File: config.mk
export PLATFORM = sky130hd
export DESIGN_NAME = keyword_token_lexer
export DESIGN_NICKNAME = d
export VERILOG_FILES = /design/src/sv/ktl_pkg.sv /design/src/sv/ktl_classify.sv /design/src/sv/ktl_rsp_fifo.sv /design/src/sv/keyword_token_lexer.sv
export VERILOG_INCLUDE_DIRS = /design/src /design/src/sv
export SDC_FILE = /design/constraint.sdc
export NUM_CORES = 1
export LEC_CHECK = 0
export BUFFER_PORTS_ARGS = -buffer_cell sky130_fd_sc_hd__buf_2
export CORE_MARGIN = 3
export CORE_UTILIZATION = 50
export DETAILED_ROUTE_END_ITERATION = 10
export PLACE_DENSITY_LB_ADDON = 0.08
export SYNTH_ARGS = -nofsm -noshare
export SYNTH_HDL_FRONTEND = slang
export SYNTH_SLANG_ARGS = --single-unit
File: constraint.sdc
create_clock -name clock -period 5.4 [get_ports clock]
set_input_delay 0.54 -clock clock [delete_from_list [all_inputs] [get_ports clock]]
set_output_delay 0.54 -clock clock [all_outputs]
set_load 0.02 [all_outputs]
File: src/sv/keyword_token_lexer_macros.svh
// Assertion macros used by the lexer top-level RTL.
`ifndef KEYWORD_TOKEN_LEXER_MACROS_SVH
`define KEYWORD_TOKEN_LEXER_MACROS_SVH

// Condition must hold at every edge outside reset.
`define KTL_ASSERT_ALWAYS(label, clk, rst, cond, msg) \
   label: assert property (@(posedge clk) disable iff (rst) (cond)) else $error(msg);

// Antecedent at one edge implies consequent at the next.
`define KTL_ASSERT_NEXT(label, clk, rst, ante, cons, msg) \
   label: assert property (@(posedge clk) disable iff (rst) (ante) |=> (cons)) else $error(msg);

`endif

File: src/sv/ktl_pkg.sv
// Types, token kinds and keyword tables of the keyword token lexer.
package ktl_pkg;

   localparam int TOKEN_KIND_BITS = 5;
   localparam int TOKEN_LINE_BITS = 16;
   localparam int TOKEN_POS_BITS  = 20;
   localparam int KW_COUNT        = 8;
   localparam int OP_COUNT        = 7;
   localparam int RSP_DEPTH       = 4;
   localparam int RSP_PTR_BITS    = 2;
   localparam int RSP_CNT_BITS    = 3;

   typedef enum logic [1:0] {
      MODE_IDLE   = 2'd0,
      MODE_IDENT  = 2'd1,
      MODE_NUMBER = 2'd2,
      MODE_DONE   = 2'd3
   } mode_type;

   localparam logic [TOKEN_KIND_BITS-1:0] KIND_IDENT    = 5'd0;
   localparam logic [TOKEN_KIND_BITS-1:0] KIND_NUMBER   = 5'd1;
   localparam logic [TOKEN_KIND_BITS-1:0] KIND_KEYWORD0 = 5'd2;
   localparam logic [TOKEN_KIND_BITS-1:0] KIND_OP0      = 5'd10;
   localparam logic [TOKEN_KIND_BITS-1:0] KIND_END      = 5'd17;

   localparam logic [7:0] CHAR_NUL = 8'h00;
   localparam logic [7:0] CHAR_LF  = 8'h0A;

   // Keyword text right-aligned: first character in the highest used byte.
   localparam logic [63:0] KW_TEXT [KW_COUNT] = '{
      "start", "end", "var", "print", "if", "endif", "while", "endwhile"
   };
   localparam logic [3:0] KW_LEN [KW_COUNT] = '{
      4'd5, 4'd3, 4'd3, 4'd5, 4'd2, 4'd5, 4'd5, 4'd8
   };
   localparam logic [7:0] OP_CHARS [OP_COUNT] = '{
      "+", "-", "*", "/", "=", ">", "<"
   };

   typedef struct packed {
      logic                       alpha;
      logic                       digit;
      logic                       space;
      logic                       newline;
      logic                       op_hit;
      logic [TOKEN_KIND_BITS-1:0] op_kind;
   } char_class_type;

   typedef struct packed {
      logic [TOKEN_KIND_BITS-1:0] kind;
      logic [TOKEN_LINE_BITS-1:0] line;
      logic [TOKEN_POS_BITS-1:0]  start;
      logic [TOKEN_POS_BITS-1:0]  length;
      logic                       last;
   } token_type;

   typedef struct packed {
      logic      first_valid;
      logic      second_valid;
      token_type first;
      token_type second;
   } rsp_push_type;

   // Character i of keyword k; valid only for i below the keyword length.
   function automatic logic [7:0] kw_char(input logic [2:0] k, input logic [3:0] i);
      logic [63:0] text;
      logic [2:0]  sel;
      begin
         text = KW_TEXT[k];
         sel = 3'(KW_LEN[k] - 4'd1 - i);
         kw_char = text[{sel, 3'b000} +: 8];
      end
   endfunction

endpackage

File: src/sv/ktl_classify.sv
// Byte classifier and keyword candidate mask update of the lexer.
module ktl_classify (
   input  logic [7:0]              char_byte,
   input  logic [7:0]              mask_sel,
   input  logic [3:0]              seen_sel,
   output ktl_pkg::char_class_type cls,
   output logic [7:0]              mask_ext
);

   always_comb begin
      cls = '0;
      cls.alpha = (char_byte >= "a" && char_byte <= "z") ||
                  (char_byte >= "A" && char_byte <= "Z");
      cls.digit = char_byte >= "0" && char_byte <= "9";
      cls.space = char_byte == " " || (char_byte >= 8'd9 && char_byte <= 8'd13);
      cls.newline = char_byte == ktl_pkg::CHAR_LF;
      cls.op_kind = ktl_pkg::KIND_END;
      for (int k = 0; k < ktl_pkg::OP_COUNT; k++) begin
         if (ktl_pkg::OP_CHARS[k] == char_byte) begin
            cls.op_hit = 1'b1;
            cls.op_kind = ktl_pkg::KIND_OP0 + ktl_pkg::TOKEN_KIND_BITS'(k);
         end
      end
   end

   // Drop every keyword whose next character differs or which is already used up.
   always_comb begin
      for (int k = 0; k < ktl_pkg::KW_COUNT; k++) begin
         mask_ext[k] = mask_sel[k] && (seen_sel < ktl_pkg::KW_LEN[k]) &&
                       (ktl_pkg::kw_char(3'(k), seen_sel) == char_byte);
      end
   end

endmodule

File: src/sv/ktl_rsp_fifo.sv
// Four-entry token queue taking up to two tokens per cycle.
module ktl_rsp_fifo (
   input  logic                 clock,
   input  logic                 reset,
   input  ktl_pkg::rsp_push_type push,
   output logic                 has_room,
   input  logic                 pop,
   output logic                 head_valid,
   output ktl_pkg::token_type   head
);

   ktl_pkg::token_type                  entry_ff [ktl_pkg::RSP_DEPTH];
   logic [ktl_pkg::RSP_PTR_BITS-1:0]    wr_ptr_ff, wr_ptr_in;
   logic [ktl_pkg::RSP_PTR_BITS-1:0]    rd_ptr_ff, rd_ptr_in;
   logic [ktl_pkg::RSP_CNT_BITS-1:0]    count_ff, count_in;
   logic [ktl_pkg::RSP_CNT_BITS-1:0]    push_cnt;

   assign push_cnt   = ktl_pkg::RSP_CNT_BITS'(push.first_valid) +
                       ktl_pkg::RSP_CNT_BITS'(push.second_valid);
   assign has_room   = count_ff <= ktl_pkg::RSP_CNT_BITS'(ktl_pkg::RSP_DEPTH - 2);
   assign head_valid = count_ff != '0;
   assign head       = entry_ff[rd_ptr_ff];

   always_comb begin
      wr_ptr_in = wr_ptr_ff + ktl_pkg::RSP_PTR_BITS'(push_cnt);
      rd_ptr_in = rd_ptr_ff + ktl_pkg::RSP_PTR_BITS'(pop);
      count_in  = count_ff + push_cnt - ktl_pkg::RSP_CNT_BITS'(pop);
   end

   always_ff @(posedge clock) begin
      if (reset) begin
         wr_ptr_ff <= '0;
         rd_ptr_ff <= '0;
         count_ff  <= '0;
      end else begin
         wr_ptr_ff <= wr_ptr_in;
         rd_ptr_ff <= rd_ptr_in;
         count_ff  <= count_in;
      end
   end

   always_ff @(posedge clock) begin
      if (push.first_valid) begin
         entry_ff[wr_ptr_ff] <= push.first;
      end
      if (push.second_valid) begin
         entry_ff[wr_ptr_ff + ktl_pkg::RSP_PTR_BITS'(1)] <= push.second;
      end
   end

endmodule

File: src/sv/keyword_token_lexer.sv
// Streaming lexer: one source byte per word in, tokens out.
//
//   channel | direction | words carry
//   req_    | in        | source_char, end_of_source
//   rsp_    | out       | token_kind, token_line, token_start, token_length, last_of_run
//
// A byte is registered on acceptance and scanned once the queue has room, its tokens
// written into a four-entry queue and offered on rsp_ behind any tokens already queued.
// One byte per cycle is taken while the queue holds at most two tokens; two-token
// words never come back to back, so without rsp_ stalls no byte is ever held back.
// Reset returns to line one, offset zero, with no open token.
// A stall on rsp_ holds the queue; once it holds more than two tokens while a byte waits, req_stall rises.
`include "keyword_token_lexer_macros.svh"

module keyword_token_lexer #(
   parameter int POSITION_BITS = 20,
   parameter int LINE_BITS     = 16
) (
   input  logic        clock,
   input  logic        reset,
   input  logic        req_valid,
   output logic        req_stall,
   input  logic [7:0]  req_source_char,
   input  logic        req_end_of_source,
   output logic        rsp_valid,
   input  logic        rsp_stall,
   output logic [4:0]  rsp_token_kind,
   output logic [15:0] rsp_token_line,
   output logic [19:0] rsp_token_start,
   output logic [19:0] rsp_token_length,
   output logic        rsp_last_of_run
);

   localparam int PosWideBits  = (POSITION_BITS > ktl_pkg::TOKEN_POS_BITS) ?
                                 POSITION_BITS : ktl_pkg::TOKEN_POS_BITS;
   localparam int LineWideBits = (LINE_BITS > ktl_pkg::TOKEN_LINE_BITS) ?
                                 LINE_BITS : ktl_pkg::TOKEN_LINE_BITS;

   // input stage
   logic                     stage_valid_ff, stage_valid_in;
   logic [7:0]               char_ff;
   logic                     end_ff;
   logic                     accept;
   logic                     fire;

   // scanner state
   ktl_pkg::mode_type        mode_ff, mode_in;
   logic [LINE_BITS-1:0]     line_ff, line_in;
   logic [POSITION_BITS-1:0] pos_ff, pos_in;
   logic [POSITION_BITS-1:0] origin_ff, origin_in;
   logic [7:0]               mask_ff, mask_in;
   logic [3:0]               seen_ff, seen_in;

   logic [7:0]               mask_sel;
   logic [3:0]               seen_sel;
   logic [7:0]               mask_ext;
   ktl_pkg::char_class_type  cls;

   logic                     stop;
   logic                     handle_idle;
   logic [POSITION_BITS-1:0] pos_inc;
   logic [3:0]               seen_inc;
   logic [POSITION_BITS-1:0] span;
   logic [PosWideBits-1:0]   pos_wide, origin_wide, span_wide;
   logic [LineWideBits-1:0]  line_wide;
   logic [ktl_pkg::TOKEN_KIND_BITS-1:0] ident_kind;

   ktl_pkg::token_type       tok_a, tok_b;
   logic                     emit_a, emit_b;
   ktl_pkg::rsp_push_type    push;
   logic                     has_room;
   ktl_pkg::token_type       head;

   assign fire           = stage_valid_ff && has_room;
   assign req_stall      = stage_valid_ff && !fire;
   assign accept         = req_valid && !req_stall;
   assign stage_valid_in = accept || (stage_valid_ff && !fire);

   always_ff @(posedge clock) begin
      if (reset) begin
         stage_valid_ff <= 1'b0;
      end else begin
         stage_valid_ff <= stage_valid_in;
      end
   end

   always_ff @(posedge clock) begin
      if (accept) begin
         char_ff <= req_source_char;
         end_ff  <= req_end_of_source;
      end
   end

   // Fresh identifiers start from the full keyword set.
   assign mask_sel = (mode_ff == ktl_pkg::MODE_IDENT) ? mask_ff : '1;
   assign seen_sel = (mode_ff == ktl_pkg::MODE_IDENT) ? seen_ff : '0;

   ktl_classify u_classify (
      .char_byte (char_ff),
      .mask_sel  (mask_sel),
      .seen_sel  (seen_sel),
      .cls       (cls),
      .mask_ext  (mask_ext)
   );

   assign stop        = end_ff || (char_ff == ktl_pkg::CHAR_NUL);
   assign pos_inc     = (&pos_ff) ? pos_ff : pos_ff + POSITION_BITS'(1);
   assign seen_inc    = (&seen_ff) ? seen_ff : seen_ff + 4'd1;
   assign span        = pos_ff - origin_ff;
   assign pos_wide    = PosWideBits'(pos_ff);
   assign origin_wide = PosWideBits'(origin_ff);
   assign span_wide   = PosWideBits'(span);
   assign line_wide   = LineWideBits'(line_ff);

   // Lowest keyword still standing whose length matches.
   always_comb begin
      ident_kind = ktl_pkg::KIND_IDENT;
      for (int k = ktl_pkg::KW_COUNT - 1; k >= 0; k--) begin
         if (mask_ff[k] && seen_ff == ktl_pkg::KW_LEN[k]) begin
            ident_kind = ktl_pkg::KIND_KEYWORD0 + ktl_pkg::TOKEN_KIND_BITS'(k);
         end
      end
   end

   always_comb begin
      mode_in     = mode_ff;
      line_in     = line_ff;
      pos_in      = pos_ff;
      origin_in   = origin_ff;
      mask_in     = mask_ff;
      seen_in     = seen_ff;
      emit_a      = 1'b0;
      emit_b      = 1'b0;
      handle_idle = 1'b0;

      tok_a        = '0;
      tok_a.line   = line_wide[ktl_pkg::TOKEN_LINE_BITS-1:0];
      tok_a.start  = origin_wide[ktl_pkg::TOKEN_POS_BITS-1:0];
      tok_a.length = span_wide[ktl_pkg::TOKEN_POS_BITS-1:0];
      tok_b        = '0;
      tok_b.kind   = ktl_pkg::KIND_END;
      tok_b.line   = line_wide[ktl_pkg::TOKEN_LINE_BITS-1:0];
      tok_b.start  = pos_wide[ktl_pkg::TOKEN_POS_BITS-1:0];
      tok_b.last   = 1'b1;

      if (fire) begin
         case (mode_ff)
            ktl_pkg::MODE_DONE: begin
               emit_b = 1'b1;
            end
            ktl_pkg::MODE_IDENT: begin
               if (!stop && (cls.alpha || cls.digit)) begin
                  mask_in = mask_ext;
                  seen_in = seen_inc;
                  pos_in  = pos_inc;
               end else begin
                  emit_a      = 1'b1;
                  tok_a.kind  = ident_kind;
                  mode_in     = ktl_pkg::MODE_IDLE;
                  handle_idle = 1'b1;
               end
            end
            ktl_pkg::MODE_NUMBER: begin
               if (!stop && cls.digit) begin
                  pos_in = pos_inc;
               end else begin
                  emit_a      = 1'b1;
                  tok_a.kind  = ktl_pkg::KIND_NUMBER;
                  mode_in     = ktl_pkg::MODE_IDLE;
                  handle_idle = 1'b1;
               end
            end
            ktl_pkg::MODE_IDLE: begin
               handle_idle = 1'b1;
            end
            default: begin
               handle_idle = 1'b1;
            end
         endcase

         // The closing byte is then scanned as from idle.
         if (handle_idle) begin
            if (stop) begin
               emit_b  = 1'b1;
               mode_in = ktl_pkg::MODE_DONE;
            end else if (cls.space) begin
               if (cls.newline && !(&line_ff)) begin
                  line_in = line_ff + LINE_BITS'(1);
               end
               pos_in = pos_inc;
            end else if (cls.alpha) begin
               mode_in   = ktl_pkg::MODE_IDENT;
               origin_in = pos_ff;
               mask_in   = mask_ext;
               seen_in   = 4'd1;
               pos_in    = pos_inc;
            end else if (cls.digit) begin
               mode_in   = ktl_pkg::MODE_NUMBER;
               origin_in = pos_ff;
               pos_in    = pos_inc;
            end else begin
               emit_b       = 1'b1;
               tok_b.kind   = cls.op_kind;
               tok_b.length = ktl_pkg::TOKEN_POS_BITS'(cls.op_hit);
               pos_in       = pos_inc;
            end
         end
      end

      tok_a.last = !emit_b;
   end

   always_ff @(posedge clock) begin
      if (reset) begin
         mode_ff   <= ktl_pkg::MODE_IDLE;
         line_ff   <= LINE_BITS'(1);
         pos_ff    <= '0;
         origin_ff <= '0;
         mask_ff   <= '1;
         seen_ff   <= '0;
      end else begin
         mode_ff   <= mode_in;
         line_ff   <= line_in;
         pos_ff    <= pos_in;
         origin_ff <= origin_in;
         mask_ff   <= mask_in;
         seen_ff   <= seen_in;
      end
   end

   always_comb begin
      push.first_valid  = emit_a || emit_b;
      push.second_valid = emit_a && emit_b;
      push.first        = emit_a ? tok_a : tok_b;
      push.second       = tok_b;
   end

   ktl_rsp_fifo u_rsp_fifo (
      .clock      (clock),
      .reset      (reset),
      .push       (push),
      .has_room   (has_room),
      .pop        (rsp_valid && !rsp_stall),
      .head_valid (rsp_valid),
      .head       (head)
   );

   assign rsp_token_kind   = head.kind;
   assign rsp_token_line   = head.line;
   assign rsp_token_start  = head.start;
   assign rsp_token_length = head.length;
   assign rsp_last_of_run  = head.last;

   `KTL_ASSERT_NEXT(a_done_holds, clock, reset, mode_ff == ktl_pkg::MODE_DONE, mode_ff == ktl_pkg::MODE_DONE, "finished mode left without reset")
   `KTL_ASSERT_ALWAYS(a_line_nonzero, clock, reset, line_ff != '0, "line counter reached zero")
   `KTL_ASSERT_ALWAYS(a_origin_order, clock, reset, (mode_ff != ktl_pkg::MODE_IDENT && mode_ff != ktl_pkg::MODE_NUMBER) || origin_ff <= pos_ff, "open token starts beyond current offset")

endmodule
-- Yosys cells after proc, flatten, opt, wreduce, memory -nomap -nowiden
Memory sizes are Yosys's and may differ from the RTL's. A register that Yosys moved wholly into a read port is not among the register bits.
Index checks and enable logic that the tools add are counted.
W data, S select, Z words.
- register bits: 87
- bits in writable memories: 248
- input bits: 13
- output and inout bits: 64
- word-level logic and storage cells: 212
- memories kept: 1
- add/sub/neg operators: 14
- magnitude comparators: 13
- equal/unequal tests: 24
- shifts and indexed selects: 8
- multiplexer cells: 81
- bitwise gates (word level): 2
- reductions and logical operators: 57
- memories (name ; words ; bits a word ; read ports ; clocked after Yosys merged registers in ; write ports ; RTL line ; text):
    u_rsp_fifo.entry_ff ; 4 ; 62 ; 1 ; 1 ; 2 ; ktl_rsp_fifo.sv:12 ; ktl_pkg::token_type entry_ff [ktl_pkg::RSP_DEPTH];
- operator list (cell ; count):
    $shiftx A64 B7 Y8 const A ; 8
    $mux W20 ; 7
    $mux W5 ; 15
    $eq A8 B8 Y1 ; 8
    $mux W62 ; 1
    $eq A6 B8 Y1 const A ; 7
    $mux W8 ; 7
    $mux W6 ; 7
    $pmux W20 S2 ; 1
    $logic_and A1 B1 Y1 ; 36
    $mux W4 ; 9
    $mux W1 ; 22
    $add A20 B1 Y20 const B ; 1
    $reduce_and A20 Y1 ; 1
    $sub A20 B20 Y20 ; 1
    $add A16 B1 Y16 const B ; 1
    $ge A8 B7 Y1 const B ; 2
    $le A8 B7 Y1 const B ; 2
    $mux W2 ; 8
    $reduce_and A16 Y1 ; 1
    $pmux W5 S2 ; 1
    $reduce_and A5 Y1 ; 2
    $eq A4 B2 Y1 const B ; 2
    $eq A8 B4 Y1 const B ; 1
    34 further kinds ; 48

-- Depth between registers and ports, before layout
- depth in word-level cells: 15
- mapped depth: 18
- depth with buffers taken out: 15

-- By module
From an unflattened synthesis, not the netlist that was laid out.
- cells, all modules: 1524
- area, all modules: 19301.0 um^2
- by module, submodules not included (module ; times used ; cells each ; area each (um^2) ; seq. area each (um^2)):
    ktl_rsp_fifo ; 1 ; 642 ; 12629.6 ; 7587.3
    keyword_token_lexer ; 1 ; 723 ; 5544.1 ; 1691.6
    ktl_classify ; 1 ; 159 ; 1127.3 ; 0.0

-- Worst setup path before layout
No wires, ideal clock.
- path kind: reg2reg
- start: register char_ff[2]
- end: memory u_rsp_fifo.entry_ff[0][1] (netlist bit), enable pin
- library setup time: 420 ps
- arrival: 4418 ps
- data required time: 4980 ps
- slack: 562 ps
- cell stages (with the launch flop): 15
- buffers on the path: 5
- clock period less this slack: 4838 ps
- cell sequence: edfxtp_1 > clkbuf_1 > or3_1 > clkbuf_1 > o21ai_0 > o211a_1 > and3_1 > buf_2 > inv_2 > buf_2 > ha_1 > nor3_1 > nor2_1 > inv_1 > clkbuf_1
- RTL lines (item ; RTL line ; text):
    start: declaration ; keyword_token_lexer.sv:41 ; logic [7:0] char_ff;
    start signal: assignment ; keyword_token_lexer.sv:89 ; char_ff <= req_source_char;
    end: declaration ; ktl_rsp_fifo.sv:12 ;

==> results.md <==
* Status: completed
* Crit-path max FO at 23
* Synth Warn # at 0
* First-pass GRT wire length at 75.56 mm
* Crit start category: register
* Drt initial violations at between 1000 and 1500
* Psw at between 2 and 2.5 mW
* Max stage delay on crit path at 0.68 ns
* CTS sink count at 335
* RD Place Congestion at 0.8804
* Predominant post-synthesis flop cell: edfxtp_1
* # DRC at 0
* Final count of negative-setup-slack endpoints at 0
* Setup TNS at 0 ns
* Std cell rows at 67
* Cts hold-fix bufs at 0
* ANT cells at 0
* Ys async rst share at 0%
* CP cell instances: or3_1 > o22a_1 > a21oi_1 > a21oi_1 > nor2_1 > o21ai_0 > ha_1 > or3_1 > nor2_4 > buf_4 > a22o_1
* Synthesized area at roughly 0.017 mm²
* Post-DR wirelength/cell at 22.87 µm
* Clk Latency, worst-skew pair at 0.55 ns
* Worst-Margin Slew at 1.085 ns
* Detail Placement HPWL at 31.46 mm
* Post-synth EDFFs at 177
* Syn_area_per_cell at 10.90 µm²
* Port Buf Inserts at between 70 and 80
* Sequential Power Share at a little over two fifths
* CTS tree: yes
* VDD IR-drop max at 0.3369 mV
* Slew headroom at between 20% and 30%
* Largest net degree at the start of global routing at 64
* Max Clock Freq at roughly 230 MHz
* Layout cells sized above 1 at about 16%
* Final Hold Vio Count at 0
* Critical Path RT at 5.81 ns
* Total power at 7.135 mW
* Num ports at 77
* Max-cap violation count at 0
* Via Count at 13420
* Fin util at 57.46%
* Largest delay share family, worst path: simple AND/OR/NAND/NOR gates
* Antenna violations before repair at 0
* Die width at 192.8 µm
* GR Util All Layers at a little over a quarter
* CTS buffer count at 38
* P_int at 4.955 mW
* Sw Ratio at 30.55%
* Die extent in y at 192.8 µm
* Power Density at 365.7 mW/mm²
* Register area share after synthesis at 48.58%
* Arr. time, crit path at around 4.7 ns
* Clock root buffer: clkbuf_16
* Critical Path Slowest Stage Cell: edfxtp_1
* Static Leak at 7.046 nW
* Core Box Area at roughly 0.034 mm²
* Buf/Inv on CP at 1
* Post-CTS Setup Inserts at 0
* Clk_skew at about 0.025 ns
* Syn_nets at about 1700
* RSZ-0062 raised after global routing: false
* Full die area at approximately 0.037 mm²
* Clock power frac at 36.8%
* Total wire length at 48.21 mm
* Fin crit share at about four fifths
* Hold Path Class: in2reg
* Setup CP Type: reg2reg
* CTS H-tree lvls at 2
* Final Max Tran Viols at 0
* CTS max path bufs at 3
* GR Overflow Total at 0
* Worst hold slack at between 0.15 and 0.2 ns
* Clock Pin Slew Worst Setup and Hold Paths at around 0.060 ns
* Vias in the first global route at 12980
* Nets at 1694
* Initial core utilization at 51.40%
* Synth cell types at 80
* Vias per inst at 6.368
* Cts repair resizes at 0
* Number of synthesized register bits at 335
* Comb power frac at between 20% and 30%
* Period minus WS final at roughly 4.3 ns
* Area growth syn-to-layout at 11.79%
* Drt first pass iters at 5
* Crit. End Element: register
* Filler cells at 2913
* Synth Instances at about 1600
* Routed Antenna Nets at 0
[placed cells by master (no fill, tap or decap), types with 9 or more instances in the layout]
master	Yosys	layout
ha_1	48	48
xor2_1	12	12
a211oi_1	12	12
clkbuf_1	90	9
a21o_1	16	16
a21oi_1	81	81
nand3_1	40	40
nand2b_1	9	9
xnor2_1	23	23
nor4_1	14	14
inv_1	58	54
a22o_1	133	133
clkbuf_16	0	38
nor2_1	98	95
nand2_1	95	95
nor3_1	19	19
o21ai_0	79	75
buf_4	0	31
or3_1	29	29
and2_1	44	44
o31ai_1	15	15
nand4_1	17	17
edfxtp_1	177	177
buf_2	17	76
nor2b_1	15	15
or4_1	10	10
mux2i_1	27	27
and3_1	26	26
nand3b_1	9	9
mux4_2	62	62
a31oi_1	10	10
o22ai_1	15	15
dfxtp_1	158	156
[power by group through the flow]
stage | clock network (mW) | registers, mW | logic [mW]
final | 2.62 | 2.98 | 1.53
after global routing | 2.77 | 3.01 | 1.64
after CTS | 2.66 | 2.99 | 1.55
after detailed placement | 0 | 3.04 | 1.54
after global placement | 0 | 3.03 | 1.53
after floorplan | 0 | 2.91 | 1.14
[cells by family after synthesis]
family,after synthesis,synth area share [%]
flip-flops,335,48.58
XOR/XNOR,35,1.757
buffers and inverters,181,4.065
adder cells (fa/ha/maj),50,3.671
AND/OR/NAND/NOR,456,13.67
multiplexers,90,9.614
AO/OA/AOI/OAI,454,18.65
[metrics by stage]
stage	cell area [µm²]	instances	worst slack, ns
2_1_floorplan	17450	1601	0.5617
3_3_place_gp	18240	2039	1.240
3_5_place_dp	18240	2039	1.246
4_1_cts	19510	2108	1.232
5_1_grt	19510	2108	0.8521
6_report	19510	2108	1.124
[synthesized netlist by cell type, types with 9 or more instances]
master / instances / area, µm²
edfxtp_1: 177 / 5315
dfxtp_1: 158 / 3163
a22o_1: 133 / 1165
nor2_1: 98 / 367.9
nand2_1: 95 / 356.6
clkbuf_1: 90 / 337.8
a21oi_1: 81 / 405.4
o21ai_0: 79 / 395.4
mux4_2: 62 / 1396
inv_1: 58 / 217.7
ha_1: 48 / 600.6
and2_1: 44 / 275.3
nand3_1: 40 / 200.2
or3_1: 29 / 181.4
mux2i_1: 27 / 270.3
and3_1: 26 / 162.7
xnor2_1: 23 / 201.4
nor3_1: 19 / 95.09
buf_2: 17 / 85.08
nand4_1: 17 / 106.4
a21o_1: 16 / 120.1
nor2b_1: 15 / 93.84
o22ai_1: 15 / 93.84
o31ai_1: 15 / 112.6
nor4_1: 14 / 87.58
a211oi_1: 12 / 90.09
xor2_1: 12 / 105.1
buf_1: 11 / 41.29
a31oi_1: 10 / 62.56
or4_1: 10 / 75.07
nand2b_1: 9 / 56.30
nand3b_1: 9 / 67.56
[registers in the layout, summed over array words and instances (netlist names), 3 cells and up]
name / flops
u_rsp_fifo.entry_ff: 248
origin_ff: 20
pos_ff: 20
line_ff: 16
char_ff: 8
mask_ff: 8
seen_ff: 4
u_rsp_fifo.count_ff: 3
[final cells by class]
| cell class | instances | area (µm²) | share of cell area, % |
|---|---|---|---|
| Sequential cell | 335 | 8486 | 43.50 |
| Multi-Input combinational cell | 1085 | 8293 | 42.51 |
| Clock buffer | 49 | 1012 | 5.189 |
| Timing Repair Buffer | 110 | 673.1 | 3.450 |
| Tap cell | 448 | 560.5 | 2.873 |
| Clock inverter | 20 | 255.2 | 1.308 |
| Inverter | 61 | 229.0 | 1.174 |
[path summary, 6_finish.rpt]
| kind | cells after the start | slack, ns | start | endpoint |
|---|---|---|---|---|
| max | 11 | 1.12 | char_ff[3] | u_rsp_fifo.entry_ff[0][22] |
| min | 1 | 0.18 | req_source_char[0] | char_ff[0] |
| max reg2reg | 11 | 1.12 | char_ff[3] | u_rsp_fifo.entry_ff[0][22] |
| min reg2reg | 2 | 0.45 | u_rsp_fifo.entry_ff[1][6] | u_rsp_fifo.entry_ff[1][6] |
[per-layer routing]
metal / global-route usage [%] / vias to the layer above / routed length [µm]
li1: - / 6195 / -
met1: 38.95 / 6723 / 22430
met2: 40.93 / 438 / 22110
met3: 3.143 / 67 / 2749
met4: 6.080 / 0 / 909
met5: 0 / - / 0
Note: power is estimated with default switching activity, not from simulation.
